<file path="src/sv/rps_pkg.sv">
// Shared types and codes for the rectification process sequencer.
package rps_pkg;

  typedef enum logic [1:0] {
    MODE_TICK,
    MODE_START,
    MODE_CONTINUE,
    MODE_RETURN
  } mode_t;

  typedef enum logic [2:0] {
    PH_OFF,
    PH_WARM,
    PH_SELF,
    PH_WSELF,
    PH_HEAD,
    PH_WHEAD,
    PH_BODY
  } phase_t;

  typedef enum logic [2:0] {
    END_NONE,
    END_FAULT,
    END_MANUAL,
    END_TEMP,
    END_LEVEL,
    END_FLOOD,
    END_NOHEAD,
    END_NOSELF
  } halt_cause_t;

  typedef enum logic [2:0] {
    CFG_HEAD_POWER,
    CFG_HEAD_VALVE,
    CFG_WORK_POWER,
    CFG_WORK_VALVE,
    CFG_WARMUP_END_TEMP,
    CFG_SELF_RUN_MINUTES,
    CFG_OUTLET_MAX_TEMP,
    CFG_OUTLET_CRITICAL_TEMP
  } cfg_index_t;

  localparam int unsigned CfgIndexWidth = 3;
  localparam int unsigned CfgDataWidth  = 10;

  typedef struct packed {
    logic [6:0] head_power;
    logic [9:0] head_valve;
    logic [6:0] work_power;
    logic [9:0] work_valve;
    logic [6:0] warmup_end_temp;
    logic [6:0] self_run_minutes;
    logic [9:0] outlet_max_temp;
    logic [9:0] outlet_critical_temp;
  } rps_cfg_t;

  typedef struct packed {
    phase_t      phase;
    logic [6:0]  power_level;
    logic        heater_enabled;
    logic [9:0]  valve_level;
    halt_cause_t finish_cause;
    logic [11:0] body_stop_temp;
    logic        stop_learned;
    logic [1:0]  overtemp_count;
    logic        skip_heads;
    logic        level_arm;
    logic        flood_arm;
  } rps_state_t;

  typedef struct packed {
    mode_t       mode;
    logic [11:0] column_temp;
    logic [11:0] outlet_temp;
    logic        alarm1_fired;
    logic        alarm2_fired;
    logic        level_alarm;
    logic        flood_alarm;
    logic        heads_already_taken;
  } rps_item_t;

  typedef struct packed {
    logic [1:0] alarm1_request;
    logic [6:0] alarm2_request;
  } rps_req_t;

endpackage

</file>
<file path="src/sv/rps_cfg_regs.sv">
// Configuration register file of the rectification process sequencer.
module rps_cfg_regs
  import rps_pkg::*;
(
  input  logic                     clk,
  input  logic                     rst,
  input  logic                     cfg_we,
  input  logic [CfgIndexWidth-1:0] cfg_index,
  input  logic [CfgDataWidth-1:0]  cfg_data,
  output rps_cfg_t                 cfg
);

  rps_cfg_t cfg_q;

  always_ff @(posedge clk) begin
    if (rst) begin
      cfg_q.head_power           <= 7'd40;
      cfg_q.head_valve           <= 10'd300;
      cfg_q.work_power           <= 7'd60;
      cfg_q.work_valve           <= 10'd400;
      cfg_q.warmup_end_temp      <= 7'd70;
      cfg_q.self_run_minutes     <= 7'd30;
      cfg_q.outlet_max_temp      <= 10'd450;
      cfg_q.outlet_critical_temp <= 10'd600;
    end else if (cfg_we) begin
      case (cfg_index_t'(cfg_index))
        CFG_HEAD_POWER:           cfg_q.head_power           <= cfg_data[6:0];
        CFG_HEAD_VALVE:           cfg_q.head_valve           <= cfg_data;
        CFG_WORK_POWER:           cfg_q.work_power           <= cfg_data[6:0];
        CFG_WORK_VALVE:           cfg_q.work_valve           <= cfg_data;
        CFG_WARMUP_END_TEMP:      cfg_q.warmup_end_temp      <= cfg_data[6:0];
        CFG_SELF_RUN_MINUTES:     cfg_q.self_run_minutes     <= cfg_data[6:0];
        CFG_OUTLET_MAX_TEMP:      cfg_q.outlet_max_temp      <= cfg_data;
        CFG_OUTLET_CRITICAL_TEMP: cfg_q.outlet_critical_temp <= cfg_data;
        default: begin
        end
      endcase
    end
  end

  assign cfg = cfg_q;

endmodule

</file>
<file path="src/sv/rps_step.sv">
// Next-state and timer-request logic for one item of the sequencer.
module rps_step
  import rps_pkg::*;
(
  input  rps_cfg_t   cfg,
  input  rps_state_t st,
  input  rps_item_t  item,
  output rps_state_t st_next,
  output rps_req_t   req
);

  function automatic rps_state_t halt_run(rps_state_t s, halt_cause_t why);
    rps_state_t r;
    r                = s;
    r.phase          = PH_OFF;
    r.finish_cause   = why;
    r.power_level    = '0;
    r.heater_enabled = 1'b0;
    r.valve_level    = '0;
    r.flood_arm      = 1'b0;
    r.level_arm      = 1'b0;
    return r;
  endfunction

  function automatic logic [11:0] sat12(logic signed [12:0] v);
    logic [11:0] r;
    if (v > 13'sd2047) begin
      r = 12'h7ff;
    end else if (v < -13'sd2048) begin
      r = 12'h800;
    end else begin
      r = v[11:0];
    end
    return r;
  endfunction

  function automatic logic [6:0] clamp_pow(logic [6:0] v);
    return (v > 7'd100) ? 7'd100 : v;
  endfunction

  function automatic logic [9:0] clamp_valve(logic [9:0] v);
    return (v > 10'd1000) ? 10'd1000 : v;
  endfunction

  always_comb begin : step_logic
    rps_state_t         n;
    rps_req_t           r;
    logic signed [12:0] col;
    logic signed [12:0] outl;
    logic signed [12:0] stop13;
    logic [10:0]        warm_tenths;
    logic [10:0]        valve_up;

    n           = st;
    r           = '0;
    col         = {item.column_temp[11], item.column_temp};
    outl        = {item.outlet_temp[11], item.outlet_temp};
    warm_tenths = 11'(cfg.warmup_end_temp) * 11'd10;
    stop13      = '0;
    valve_up    = '0;

    case (item.mode)
      MODE_START: begin
        if (st.phase == PH_OFF) begin
          n.phase          = PH_WARM;
          n.finish_cause   = END_NONE;
          n.power_level    = 7'd98;
          n.heater_enabled = 1'b1;
          n.flood_arm      = 1'b1;
          n.overtemp_count = '0;
          n.stop_learned   = 1'b0;
          n.skip_heads     = item.heads_already_taken;
        end else begin
          n = halt_run(n, END_MANUAL);
        end
      end
      MODE_CONTINUE: begin
        if (st.phase == PH_WSELF) begin
          n.level_arm = 1'b1;
          n.phase     = PH_HEAD;
        end else if (st.phase == PH_WHEAD) begin
          n.power_level    = clamp_pow(cfg.work_power);
          n.valve_level    = clamp_valve(cfg.work_valve);
          n.level_arm      = 1'b0;
          n.body_stop_temp = sat12(col + 13'sd15);
          r.alarm2_request = 7'd40;
          n.phase          = PH_BODY;
        end
      end
      MODE_RETURN: begin
        if (st.phase != PH_OFF) begin
          n = halt_run(n, END_MANUAL);
        end
      end
      default: begin
        if (st.phase != PH_OFF) begin
          case (st.phase)
            PH_WARM: begin
              if (col > $signed({2'b00, warm_tenths})) begin
                n.power_level    = clamp_pow(cfg.head_power);
                n.valve_level    = clamp_valve(cfg.head_valve);
                n.phase          = PH_SELF;
                r.alarm2_request = cfg.self_run_minutes;
                r.alarm1_request = 2'd3;
              end
            end
            PH_SELF: begin
              if (item.alarm2_fired) begin
                n.phase          = st.skip_heads ? PH_WHEAD : PH_WSELF;
                r.alarm2_request = 7'd10;
              end
            end
            PH_WSELF: begin
              if (item.alarm2_fired) begin
                n = halt_run(n, END_NOSELF);
              end
            end
            PH_HEAD: begin
              if (st.level_arm && item.level_alarm) begin
                n.phase          = PH_WHEAD;
                r.alarm2_request = 7'd10;
              end
            end
            PH_WHEAD: begin
              if (item.alarm2_fired) begin
                n = halt_run(n, END_NOHEAD);
              end
            end
            PH_BODY: begin
              if (!st.stop_learned && item.alarm2_fired) begin
                n.body_stop_temp = sat12(col + 13'sd2);
                n.stop_learned   = 1'b1;
              end
              stop13 = {n.body_stop_temp[11], n.body_stop_temp};
              if (col > stop13) begin
                n = halt_run(n, END_TEMP);
              end
            end
            default: begin
            end
          endcase

          // An outlet above its maximum backs the heater off and opens the valve.
          if (item.alarm1_fired) begin
            if (outl > $signed({3'b000, cfg.outlet_max_temp})) begin
              n.power_level = (n.power_level < 7'd5) ? 7'd0 : n.power_level - 7'd5;
              valve_up      = {1'b0, n.valve_level} + 11'd5;
              n.valve_level = (valve_up > 11'd1000) ? 10'd1000 : valve_up[9:0];
              if (n.overtemp_count != 2'd3) begin
                n.overtemp_count = n.overtemp_count + 2'd1;
              end
              if (n.overtemp_count == 2'd3) begin
                n = halt_run(n, END_FAULT);
              end
            end else begin
              n.overtemp_count = '0;
            end
            r.alarm1_request = 2'd3;
          end
          if (outl > $signed({3'b000, cfg.outlet_critical_temp})) begin
            n = halt_run(n, END_FAULT);
          end
          if (n.flood_arm && item.flood_alarm) begin
            n = halt_run(n, END_FLOOD);
          end
        end
      end
    endcase

    st_next = n;
    req     = r;
  end

endmodule

</file>
<file path="src/sv/rectification_process_sequencer_unit.sv">
// Top level of the rectification process sequencer with its stream ports.
// An item waits in the input register; its result is then registered for m_tdata.
// Throughput: one item per cycle with m_tready high (single input and result register).
// An empty input register takes a new item while a finished result waits downstream.
// Reset (rst, synchronous, active high) sets the phase to off, clears all
// run state and loads the configuration registers with their defaults.
module rectification_process_sequencer_unit
  import rps_pkg::*;
(
  input  logic                     clk,
  input  logic                     rst,
  input  logic                     s_tvalid,
  output logic                     s_tready,
  // column_temp[11:0], outlet_temp[23:12], alarm1_fired[24], alarm2_fired[25],
  // level_alarm[26], flood_alarm[27], heads_already_taken[28], zero[31:29]
  input  logic [31:0]              s_tdata,
  // mode[1:0]
  input  logic [1:0]               s_tuser,
  output logic                     m_tvalid,
  input  logic                     m_tready,
  // process_state[2:0], heater_on[3], heater_power[10:4], valve_opening[20:11],
  // halt_cause[23:21], stop_temp[35:24], alarm1_request[37:36],
  // alarm2_request[44:38], level_armed[45], flood_armed[46], zero[47]
  output logic [47:0]              m_tdata,
  input  logic                     cfg_we,
  input  logic [CfgIndexWidth-1:0] cfg_index,
  input  logic [CfgDataWidth-1:0]  cfg_data
);

  rps_cfg_t   cfg;
  rps_state_t st;
  rps_state_t st_next;
  rps_req_t   req;
  rps_item_t  in_item;
  logic       in_valid;
  logic       out_valid;
  logic [47:0] out_data;
  logic       advance;

  rps_cfg_regs u_cfg (
    .clk       (clk),
    .rst       (rst),
    .cfg_we    (cfg_we),
    .cfg_index (cfg_index),
    .cfg_data  (cfg_data),
    .cfg       (cfg)
  );

  rps_step u_step (
    .cfg     (cfg),
    .st      (st),
    .item    (in_item),
    .st_next (st_next),
    .req     (req)
  );

  // The held item moves on when the result register is empty or being emptied.
  assign advance  = in_valid && (!out_valid || m_tready);
  assign s_tready = !in_valid || advance;

  always_ff @(posedge clk) begin
    if (rst) begin
      in_valid <= 1'b0;
    end else if (s_tvalid && s_tready) begin
      in_valid <= 1'b1;
    end else if (advance) begin
      in_valid <= 1'b0;
    end
  end

  always_ff @(posedge clk) begin
    if (s_tvalid && s_tready) begin
      in_item.mode                <= mode_t'(s_tuser);
      in_item.column_temp         <= s_tdata[11:0];
      in_item.outlet_temp         <= s_tdata[23:12];
      in_item.alarm1_fired        <= s_tdata[24];
      in_item.alarm2_fired        <= s_tdata[25];
      in_item.level_alarm         <= s_tdata[26];
      in_item.flood_alarm         <= s_tdata[27];
      in_item.heads_already_taken <= s_tdata[28];
    end
  end

  always_ff @(posedge clk) begin
    if (rst) begin
      st <= '0;
    end else if (advance) begin
      st <= st_next;
    end
  end

  always_ff @(posedge clk) begin
    if (rst) begin
      out_valid <= 1'b0;
    end else if (advance) begin
      out_valid <= 1'b1;
    end else if (m_tready) begin
      out_valid <= 1'b0;
    end
  end

  always_ff @(posedge clk) begin
    if (advance) begin
      out_data <= {1'b0, st_next.flood_arm, st_next.level_arm, req.alarm2_request,
                   req.alarm1_request, st_next.body_stop_temp, st_next.finish_cause,
                   st_next.valve_level, st_next.power_level, st_next.heater_enabled,
                   st_next.phase};
    end
  end

  assign m_tvalid = out_valid;
  assign m_tdata  = out_data;

endmodule

</file>
<file path="config.mk">
export PLATFORM = sky130hd
export DESIGN_NAME = rectification_process_sequencer_unit
export DESIGN_NICKNAME = d
export VERILOG_FILES = /design/src/sv/rps_pkg.sv /design/src/sv/rps_cfg_regs.sv /design/src/sv/rps_step.sv /design/src/sv/rectification_process_sequencer_unit.sv
export SDC_FILE = /design/constraint.sdc
export NUM_CORES = 1
export LEC_CHECK = 0
export ABC_AREA = 1
export BUFFER_PORTS_ARGS = -buffer_cell sky130_fd_sc_hd__clkbuf_2
export CAP_MARGIN = 10
export CORE_MARGIN = 1.5
export CORE_UTILIZATION = 35
export CTS_CLUSTER_SIZE = 16
export DETAILED_ROUTE_END_ITERATION = 10
export PLACE_DENSITY = 0.65
export REMOVE_ABC_BUFFERS = 1
export SKIP_LAST_GASP = 1
export SLEW_MARGIN = 20
export SYNTH_ARGS = -nofsm -noshare
export SYNTH_HDL_FRONTEND = slang
export SYNTH_SLANG_ARGS = --single-unit
</file>
<file path="constraint.sdc">
create_clock -name clk -period 4.5 [get_ports clk]
set_clock_uncertainty 0.1 [all_clocks]
set_input_delay 0.45 -clock clk [delete_from_list [all_inputs] [get_ports clk]]
set_output_delay 0.45 -clock clk [all_outputs]
set_load 0.02 [all_outputs]
</file>
# After elaboration in Yosys (flattened, before gate mapping)
# Index checks and enable logic that the tools add are counted.
[totals]
out_inout_bits = 50
elab_cells = 187
inputBits = 52
reg_bits = 190
[classes]
n_mux = 86
n_bitwise = 3
magnitude_cmp = 14
reduce_logical = 28
n_eq_ne = 19
mul = 1
add_sub_neg = 5
[ops]
columns = ["cell", "n"]
rows = [
  ["two-way mux 42 bit", 11],
  ["two-way mux 10 bit", 11],
  ["two-way mux 12 bit", 6],
  ["case mux 21 bit (3 select lines)", 1],
  ["case mux 10 bit (3 select lines)", 2],
  ["two-way mux 7 bit", 8],
  ["two-way mux 13 bit", 4],
  ["two-way mux 21 bit", 2],
  ["case mux 10 bit (4 select lines)", 1],
  ["two-way mux 37 bit", 1],
  ["case mux 12 bit (3 select lines)", 1],
  ["case mux 7 bit (4 select lines)", 1],
  ["> comparator 13 x 12 -> 1 bit, second input constant", 2],
  ["less-than comparator 13 x 12 -> 1 bit, second input constant", 2],
  ["> comparator 12 x 11 -> 1 bit", 2],
  ["> comparator 12 bit", 2],
  ["== test 3 bit, second input constant", 7],
  ["case mux 7 bit (3 select lines)", 1],
  ["> comparator 10 bit, second input constant", 2],
  ["two-way mux 2 bit", 9],
  ["two-way mux 9 bit", 2],
  ["case mux 3 bit (6 select lines)", 1],
  ["AND reduction 2 bit", 8],
  ["two-way mux 3 bit", 5],
  ["other kinds (33)", 64],
]

# Longest topological paths before layout
# Gate-level depths: netlist of the first run.
[depth]
word_depth = 30
depth_mapped = 44
mapped_depth_nobuf = 43

# By module
# A second synthesis of the first run with hierarchy kept.
[hier_totals]
hier_cells = 1712
area_unflattened_um2 = 12146.6
[modules_own_cells]
columns = ["module", "n_inst", "area_per_inst_um2", "cells_per_inst"]
rows = [
  ["rps_step", 1, 5210.0, 975],
  ["rectification_process_sequencer_unit", 1, 4316.6, 368],
  ["rps_cfg_regs", 1, 2620.0, 369],
]

# Worst setup path before layout of the first run
# No wires, ideal clock.
[synth_path]
kind = "register to register"
from = "register in_item[19] (netlist name)"
to = "register out_data[14], in the netlist m_tdata[14], data pin"
path_stages_with_launch = 38
path_buffers = 1
path_slack_ps = -148
arrival_time_ps = 4291
path_cell_list = "edfxtp_1 -> ha_1 -> nand2_1 -> inv_1 -> nand2_1 -> nor2_1 -> nand3_1 -> xor2_1 -> o311ai_1 -> o21ai_0 -> buf_2 -> o21ai_0 -> o21ai_0 -> ha_1 -> nand2_1 -> inv_1 -> nand2_1 -> nand2_1 -> [... 2 more ...] -> nand2_1 -> nand3_1 -> nand2_1 -> nand2_2 -> nand2_1 -> nand2_1 -> ha_1 -> inv_1 -> nand3_1 -> nand2_4 -> xor2_1 -> nand2_1 -> nand4_4 -> nand2_2 -> o21ai_1 -> nand2_1 -> nand2_1 -> nand2_1"
[synth_rtl]
columns = ["element", "line_no", "rtl"]
rows = [
  ["start, declared", "rectification_process_sequencer_unit.sv:34", "rps_item_t in_item;"],
  ["end signal, assigned", "rectification_process_sequencer_unit.sv:104", "out_data <= {1'b0, st_next.flood_arm, st_next.level_arm, req.alarm2_request,"],
  ["end, declared", "rectification_process_sequencer_unit.sv:37", "logic [47:0] out_data;"],
]

==> results of run 1 <==
## layout by cell type, fill, tap and decap left out, drive strengths merged, types with 22 or more instances in the layout
cell type,n
nand2,310
inv,226
o21ai,151
buf,148
nor2,145
clkbuf,116
dfxtp,112
a21oi,101
edfxtp,77
nand3,70
ha,65
o221ai,22
## kinds of logic (layout without fill, tap and decap cells)
family | after synthesis | count (layout) | share of synthesized area (%)
other | 1 | 1 | 0.0332
DFF | 189 | 189 | 40.3
buffers and inverters | 277 | 500 | 9.67
adders and majority gates | 66 | 66 | 7.37
xor gates and xnor gates | 23 | 23 | 1.78
AOI/OAI and AO/OA | 351 | 351 | 18.2
and+or+nand+nor | 571 | 571 | 22.7
## layout make-up
type	count	share of cell area (%)
tap	402	3.49
sequential	189	31.6
timing repair buffer	245	11.5
clock inverter	13	0.997
multi-input combinational	1012	43.5
clock buffer	19	3.07
inverter	223	5.85
## power by group through the flow
stage               logic [W]  clock network [W]  registers (W)
finish               0.000963            0.00156        0.00194
global route          0.00105            0.00163        0.00195
CTS                  0.000873            0.00157        0.00194
detailed placement   0.000820                  0        0.00198
global placement     0.000809                  0        0.00198
floorplan            0.000452                  0        0.00200
## flip-flops by register name, summed over array words and instances (netlist names)
| register | count |
|---|---|
| st | 42 |
| u_cfg.cfg | 68 |
| m_tdata | 46 |
| in_valid | 1 |
| in_item | 31 |
| m_tvalid | 1 |
## Yosys cell counts (all sizes together) (2+ instances only)
cell | instances | share of area (%)
nand2 | 310 | 11
inv | 218 | 7.2
o21ai | 151 | 6.7
nor2 | 145 | 5.3
dfxtp | 112 | 20
a21oi | 101 | 4.6
edfxtp | 77 | 20
nand3 | 70 | 3.3
ha | 65 | 7.2
clkbuf | 37 | 1.3
o221ai | 22 | 1.7
xor2 | 20 | 1.5
nand4 | 19 | 1.3
buf | 16 | 0.93
o211ai | 13 | 0.86
nor3 | 10 | 0.44
a22oi | 9 | 0.60
o22ai | 8 | 0.44
a31oi | 6 | 0.33
clkinv | 5 | 0.18
nor4 | 5 | 0.28
o31ai | 5 | 0.33
or2 | 5 | 0.28
a211oi | 4 | 0.27
a221oi | 4 | 0.31
a311oi | 4 | 0.31
nand3b | 4 | 0.27
o2111ai | 4 | 0.31
o21a | 4 | 0.27
xnor2 | 3 | 0.23
a2111oi | 2 | 0.15
a21boi | 2 | 0.13
a21o | 2 | 0.13
a32oi | 2 | 0.15
and2 | 2 | 0.13
o311ai | 2 | 0.15
## layer usage
metal	share of wire, %	GRT usage, %	wire length (um)	vias up
li1	-	-	-	5375
met5	0	0	0	-
met3	7.1	3.67	2510	62
met4	2.3	6.38	808	0
met1	46	29.9	16500	5070
met2	44	32.6	15700	427
## worst min-delay path by stage
stage / slack [ps] / depth (start not counted) / startpoint / endpoint
2_1_floorplan: 330 / 2 / u_cfg.cfg[21] / u_cfg.cfg[21]
3_3_place_gp: 340 / 2 / u_cfg.cfg[22] / u_cfg.cfg[22]
3_5_place_dp: 350 / 2 / u_cfg.cfg[23] / u_cfg.cfg[23]
4_1_cts: 50 / 1 / s_tdata[19] / in_item[12]
5_1_grt: 50 / 1 / s_tdata[24] / in_item[4]
6_report: 70 / 1 / s_tdata[12] / in_item[5]
## what timing repair did
action                     in CTS  in global routing
pin swaps                      41                 67
hold buffers                    0                  0
gates cloned                    1                  0
setup endpoints to repair      48                 52
resized for setup              71                129
setup buffers                  17                 13
## per-stage QoR
stage	setup TNS [ps]	util [%]	area [um^2]	setup WS [ps]
3_3_place_gp	-5620	40.9	13000	-299
2_1_floorplan	-6640	-	11100	-400
4_1_cts	-4720	43.7	13800	-239
3_5_place_dp	-11860	40.9	13000	-449
6_report	-8620	45.5	14400	-350
5_1_grt	-22410	45.5	14400	-661
==> out/metrics.cfg, run 1 <==
[power_and_ir_drop]
p_int_w=0.00301
power_density_nw_per_um2=309
switching_share_pct=32.4
ir_drop_mv=0.228
clock_power_share_pct=34.9
post-layout-total-power_w=0.00446
power.leakage_nw=6.65
power.share.sequential_pct=43.6
power.switching_w=0.00145
comb_power_share_pct=21.6

[worst_setup_path]
worstPathBufferInverterCount=3
critical_path.startpoint_type=register
timing.critical_path.to=m_tdata[12]
critical-path-max-stage-delay_ps=370
timing.critical_path.fanout_max=7
worst_r2r_endpoint=m_tdata[12]
cell_with_the_largest_stage_delay_on_the_worst_path=sky130_fd_sc_hd__edfxtp_1
crit_path_frequent_cell=sky130_fd_sc_hd__nand2_2
r2r.worst_path.cells=35
worst_endpoint_required_time_ps=4620
endpoint_kind=register
crit_family=simple AND/OR/NAND/NOR gates
worst_ep_arrival_time_ps=4970
critical_path.reg2reg.startpoint=in_item[18]
criticalPathCategory=reg -> reg
critical_path_depth=35
ff2ff_setup_slack_ps=-350
critPathLaunch=in_item[18]

[synth]
netlist_instances=1478
synthArstFlopShare_pct=0
postSynthRegisterBits=189
yosys.cell_types.count=67
postSynth.topFlopCell=sky130_fd_sc_hd__dfxtp_1
synth_warnings=0
yosysSeqAreaShare_pct=40.3
post_synth_instance_area_um2=11300
post_synth.cell_area_avg_um2=7.65
number_of_synthesized_flops_with_an_enable_pin=77

[placement]
placed_cells_incl_taps=2044
globalplace.congestion=0.978
detailed_place_hpwl_mm=25.4
io_buffers=97

[timing]
final-hold-violation-count=0
final_period_minus_worst_setup_slack_ps=4850
max_slew.worst_pin.slew_ps=977
timing.fmax_mhz=206
final_critical_path_setup_slack_ps=-350
rsz0062_at_grt=yes
final.hold.worst_slack_ps=65.7
finalCritPeriodShare_pct=108
timing.max_slew.rel_slack_pct=34.7
final_max_slew_viol_count=0
setup_viol_count_final=45

[routing]
post-route-drc-count=0
vias=10900
final_wirelength_mm=35.4
routed_via_density=5.20
dr.first_iter.drc_count=912
ant_nets=0
drt_pass1_iterations=6
avgRoutedWirePerCell_um=16.9

[grt]
maximum_number_of_pins_on_one_net_before_global_route_repair=60
grt_pass1_wl_mm=55.1
global_route.usage.total_pct=21.1
grt_antenna_before_repair=0
first_global_vias=10200
grt_overflow=0

[layout]
post_route_cells_drive_above_1_share_pct=27.2
nNetsFinal=1806
syn2layout_area_growth_pct=27.6
area_used_by_multi_input_combinational_logic_um2=6280
seqCellArea_um2=4550
finalNonFillerCells=2103
n_antenna_cell=0
layout.filler_cells=3064

[clock_tree]
cts-buffers-inserted=17
root_buffer=sky130_fd_sc_hd__clkbuf_16
clock_insertion_delay_worst_skew_ps=450
clock_path_buffers=2
cts_h_tree_lvls=4
cts.sinks=189
tritoncts=done
clock_transition_at_the_registers_of_the_reported_paths_ps=80

[floorplanning]
rows=65
dieArea_um2=33400
core_area_um2=31700
fp.dieW_um=183
die_height_um=183
initial_core_util_pct=35.6
num_io_pins=102

[worst_hold_path]
min_delay_path_class=in -> reg

[status]
outcome=finished, violations left
failed_checks=setup timing

[flow_run]
maxCapViolCount=0

(Power assumes the default switching activity.)
==> inputs of run 2 (changes only) <==
Settings changed: BUFFER_PORTS_ARGS -buffer_cell sky130_fd_sc_hd__clkbuf_2 to -buffer_cell sky130_fd_sc_hd__buf_2.
==> run 2 against run 1 <==
  * The flow still finishes with violations (setup timing)
  * Worst hold slack gained 1.2 ps
  * Non-clock buffer count shrank 5
  * Sequential cell count is the same
  * Cell count shrank 0.24%
  * Clock power grew 3%
  * Combinational power shrank 2%
  * Sequential share of layout area grew 0.22 points
  * Setup slack gained 14 ps
  * Critical path depth grew 2
  * Clock-buffer cell count shrank 2
  * Highest routed layer unchanged
==> out/metrics.cfg, run 2 (synthesis gave the netlist of run 1 again) <==
[placement]
place_area_um2=12900  ; -0.33%
place_ws_ps=-452  ; -3.46 ps
detailed_place_hpwl_mm=25.4  ; -0.35%
globalplace.congestion=0.959  ; -2.0%
io_buffers=97  ; unchanged

[clock_tree]
cts-buffers-inserted=17  ; unchanged
cts.sinks=189  ; unchanged
tritoncts=done
cts_h_tree_lvls=4  ; unchanged
clock_insertion_delay_worst_skew_ps=450  ; about the same
clock_path_buffers=2  ; unchanged
root_buffer=sky130_fd_sc_hd__clkbuf_16
clock_transition_at_the_registers_of_the_reported_paths_ps=90  ; about the same

[timing]
final-hold-violation-count=0  ; unchanged
max_slew.worst_pin.slew_ps=1020  ; +38.3 ps
rsz0062_at_grt=yes
final_critical_path_setup_slack_ps=-336  ; +13.7 ps
finalCritPeriodShare_pct=107  ; -0.30 points
setup_viol_count_final=49  ; +8.9%
final_period_minus_worst_setup_slack_ps=4840  ; -13.7 ps
final_max_slew_viol_count=0  ; unchanged
timing.max_slew.rel_slack_pct=32.0  ; -2.7 points
timing.fmax_mhz=207  ; +0.28%

[power_and_ir_drop]
ir_drop_mv=0.266  ; +17%
comb_power_share_pct=21.1  ; -0.5 points
power.share.sequential_pct=43.3  ; -0.3 points
clock_power_share_pct=35.6  ; +0.7 points
post-layout-total-power_w=0.00448  ; +0.46%
power.leakage_nw=6.57  ; -1.1%
power.switching_w=0.00148  ; +2.2%
p_int_w=0.00300  ; -0.36%
power_density_nw_per_um2=313  ; +1.1%
switching_share_pct=33.0  ; +0.56 points

[worst_setup_path]
cell_with_the_largest_stage_delay_on_the_worst_path=sky130_fd_sc_hd__edfxtp_1
criticalPathCategory=reg -> reg
timing.critical_path.fanout_max=6  ; -1
r2r.worst_path.cells=37  ; +5.7%
ff2ff_setup_slack_ps=-340  ; about the same
critical-path-max-stage-delay_ps=420  ; +50 ps
endpoint_kind=register
worst_endpoint_required_time_ps=4610  ; about the same
crit_path_frequent_cell=sky130_fd_sc_hd__nand2_2
critical_path.startpoint_type=register
worst_ep_arrival_time_ps=4950  ; -20 ps

[floorplanning]
core_area_um2=31700  ; unchanged
dieArea_um2=33400  ; unchanged
initial_core_util_pct=35.6  ; unchanged
rows=65  ; unchanged
fp.dieW_um=183  ; unchanged
die_height_um=183  ; unchanged
num_io_pins=102  ; unchanged

[grt]
grt_antenna_before_repair=0  ; unchanged
global_route.usage.total_pct=21.1  ; +0.047 points
grt_pass1_wl_mm=55.4  ; +0.59%
maximum_number_of_pins_on_one_net_before_global_route_repair=62  ; +3.3%
first_global_vias=10400  ; +1.3%
grt_overflow=0  ; unchanged

[status]
outcome=finished, violations left
failed_checks=setup timing

[routing]
post-route-drc-count=0  ; unchanged
routed_via_density=5.26  ; +1.2%
final_wirelength_mm=35.5  ; +0.22%
ant_nets=0  ; unchanged
drt_pass1_iterations=6  ; unchanged
avgRoutedWirePerCell_um=16.9  ; +0.46%
dr.first_iter.drc_count=963  ; +5.6%
vias=11000  ; +1.0%

[layout]
post_route_utilization_pct=45.2  ; -0.31 points
post-route-cell-area_um2=14300  ; -0.68%
seqCellArea_um2=4550  ; unchanged
area_used_by_multi_input_combinational_logic_um2=6220  ; -0.96%
leading_cell_type_in_the_layout_fill_and_taps_excluded=sky130_fd_sc_hd__nand2_1
largest_reg_flops=68  ; unchanged
syn2layout_area_growth_pct=26.7
layout.filler_cells=3139  ; +2.4%
post_route_cells_drive_above_1_share_pct=26.4  ; -0.75 points
n_antenna_cell=0  ; unchanged
nNetsFinal=1801  ; -0.28%
mostFrequentLayoutCells=sky130_fd_sc_hd__nand2_1 (242), sky130_fd_sc_hd__inv_1 (204), sky130_fd_sc_hd__buf_4 (133)

[flow_run]
maxCapViolCount=0  ; unchanged

[worst_hold_path]
min_delay_path_class=in -> reg
hold-path-cell-count=1  ; unchanged

-- run 2: cell types whose count changed in the layout (fill, tap and decap cells not counted), moves of 3 or more --
cell	delta
sky130_fd_sc_hd__inv_1	+3
sky130_fd_sc_hd__o22ai_2	-3
sky130_fd_sc_hd__inv_2	-3
sky130_fd_sc_hd__buf_2	+97
sky130_fd_sc_hd__clkinv_8	+3
sky130_fd_sc_hd__nand2_1	+3
sky130_fd_sc_hd__clkbuf_2	-97
sky130_fd_sc_hd__o21ai_1	-5
sky130_fd_sc_hd__o21ai_0	+5
sky130_fd_sc_hd__nand2_4	-5
sky130_fd_sc_hd__o22ai_1	+3
-- run 2: through the flow --
stage	std cells	hold WS [ps]	TNS, ps
global route	2098	53.1	-25030
detailed placement	2040	347	-11760
finish	2098	66.9	-8730
CTS	2094	57.9	-4910
floorplan	1424	329	-6640
global placement	2040	341	-6930
-- run 2: cell type report --
cell class | count | share of cell area, %
clock inverters | 15 | 1.32
flip-flops and latches | 189 | 31.8
repair buffers | 240 | 11.1
well taps | 402 | 3.51
multi-input cells | 1012 | 43.4
clock buffers | 17 | 2.97
inverters | 223 | 5.89
-- run 2: per-layer routing --
layer	share of wire (%)	wire length, um	GRT usage [%]	up-vias
met5	0	0	0	-
met4	2.2	775	6.02	0
met3	7.1	2530	3.73	59
met2	45	15900	33.1	432
met1	46	16300	29.8	5179
li1	-	-	-	5373
-- run 2: what timing repair did --
action / CTS / global route
hold buffers: 0 / 0
pin swaps: 52 / 70
cloned: 1 / 0
gates resized for setup: 81 / 91
buffers inserted: 21 / 7
setup endpoints to repair: 47 / 52
-- run 2: path summary, 6_finish.rpt --
path            startpoint            end
min reg2reg  u_cfg.cfg[23]  u_cfg.cfg[23]
max reg2reg    in_item[19]    m_tdata[12]
min             s_tdata[5]    in_item[22]
max            in_item[19]    m_tdata[12]
-- run 2: critical path, delay by kind of cell (launching register included) --
family | cells | cell delay [ps]
AOI/OAI and AO/OA | 3 | 480
adders and majority gates | 3 | 650
buffers and inverters | 6 | 590
DFF | 1 | 420
and+or+nand+nor | 25 | 2330
-- run 2: power groups by stage --
stage / Combinational [W] / Clock (W) / Sequential [W]
3_5_place_dp: 0.000820 / 0 / 0.00197
5_1_grt: 0.00104 / 0.00169 / 0.00195
6_report: 0.000945 / 0.00160 / 0.00194
3_3_place_gp: 0.000804 / 0 / 0.00197
4_1_cts: 0.000880 / 0.00161 / 0.00194
2_1_floorplan: 0.000452 / 0 / 0.00200
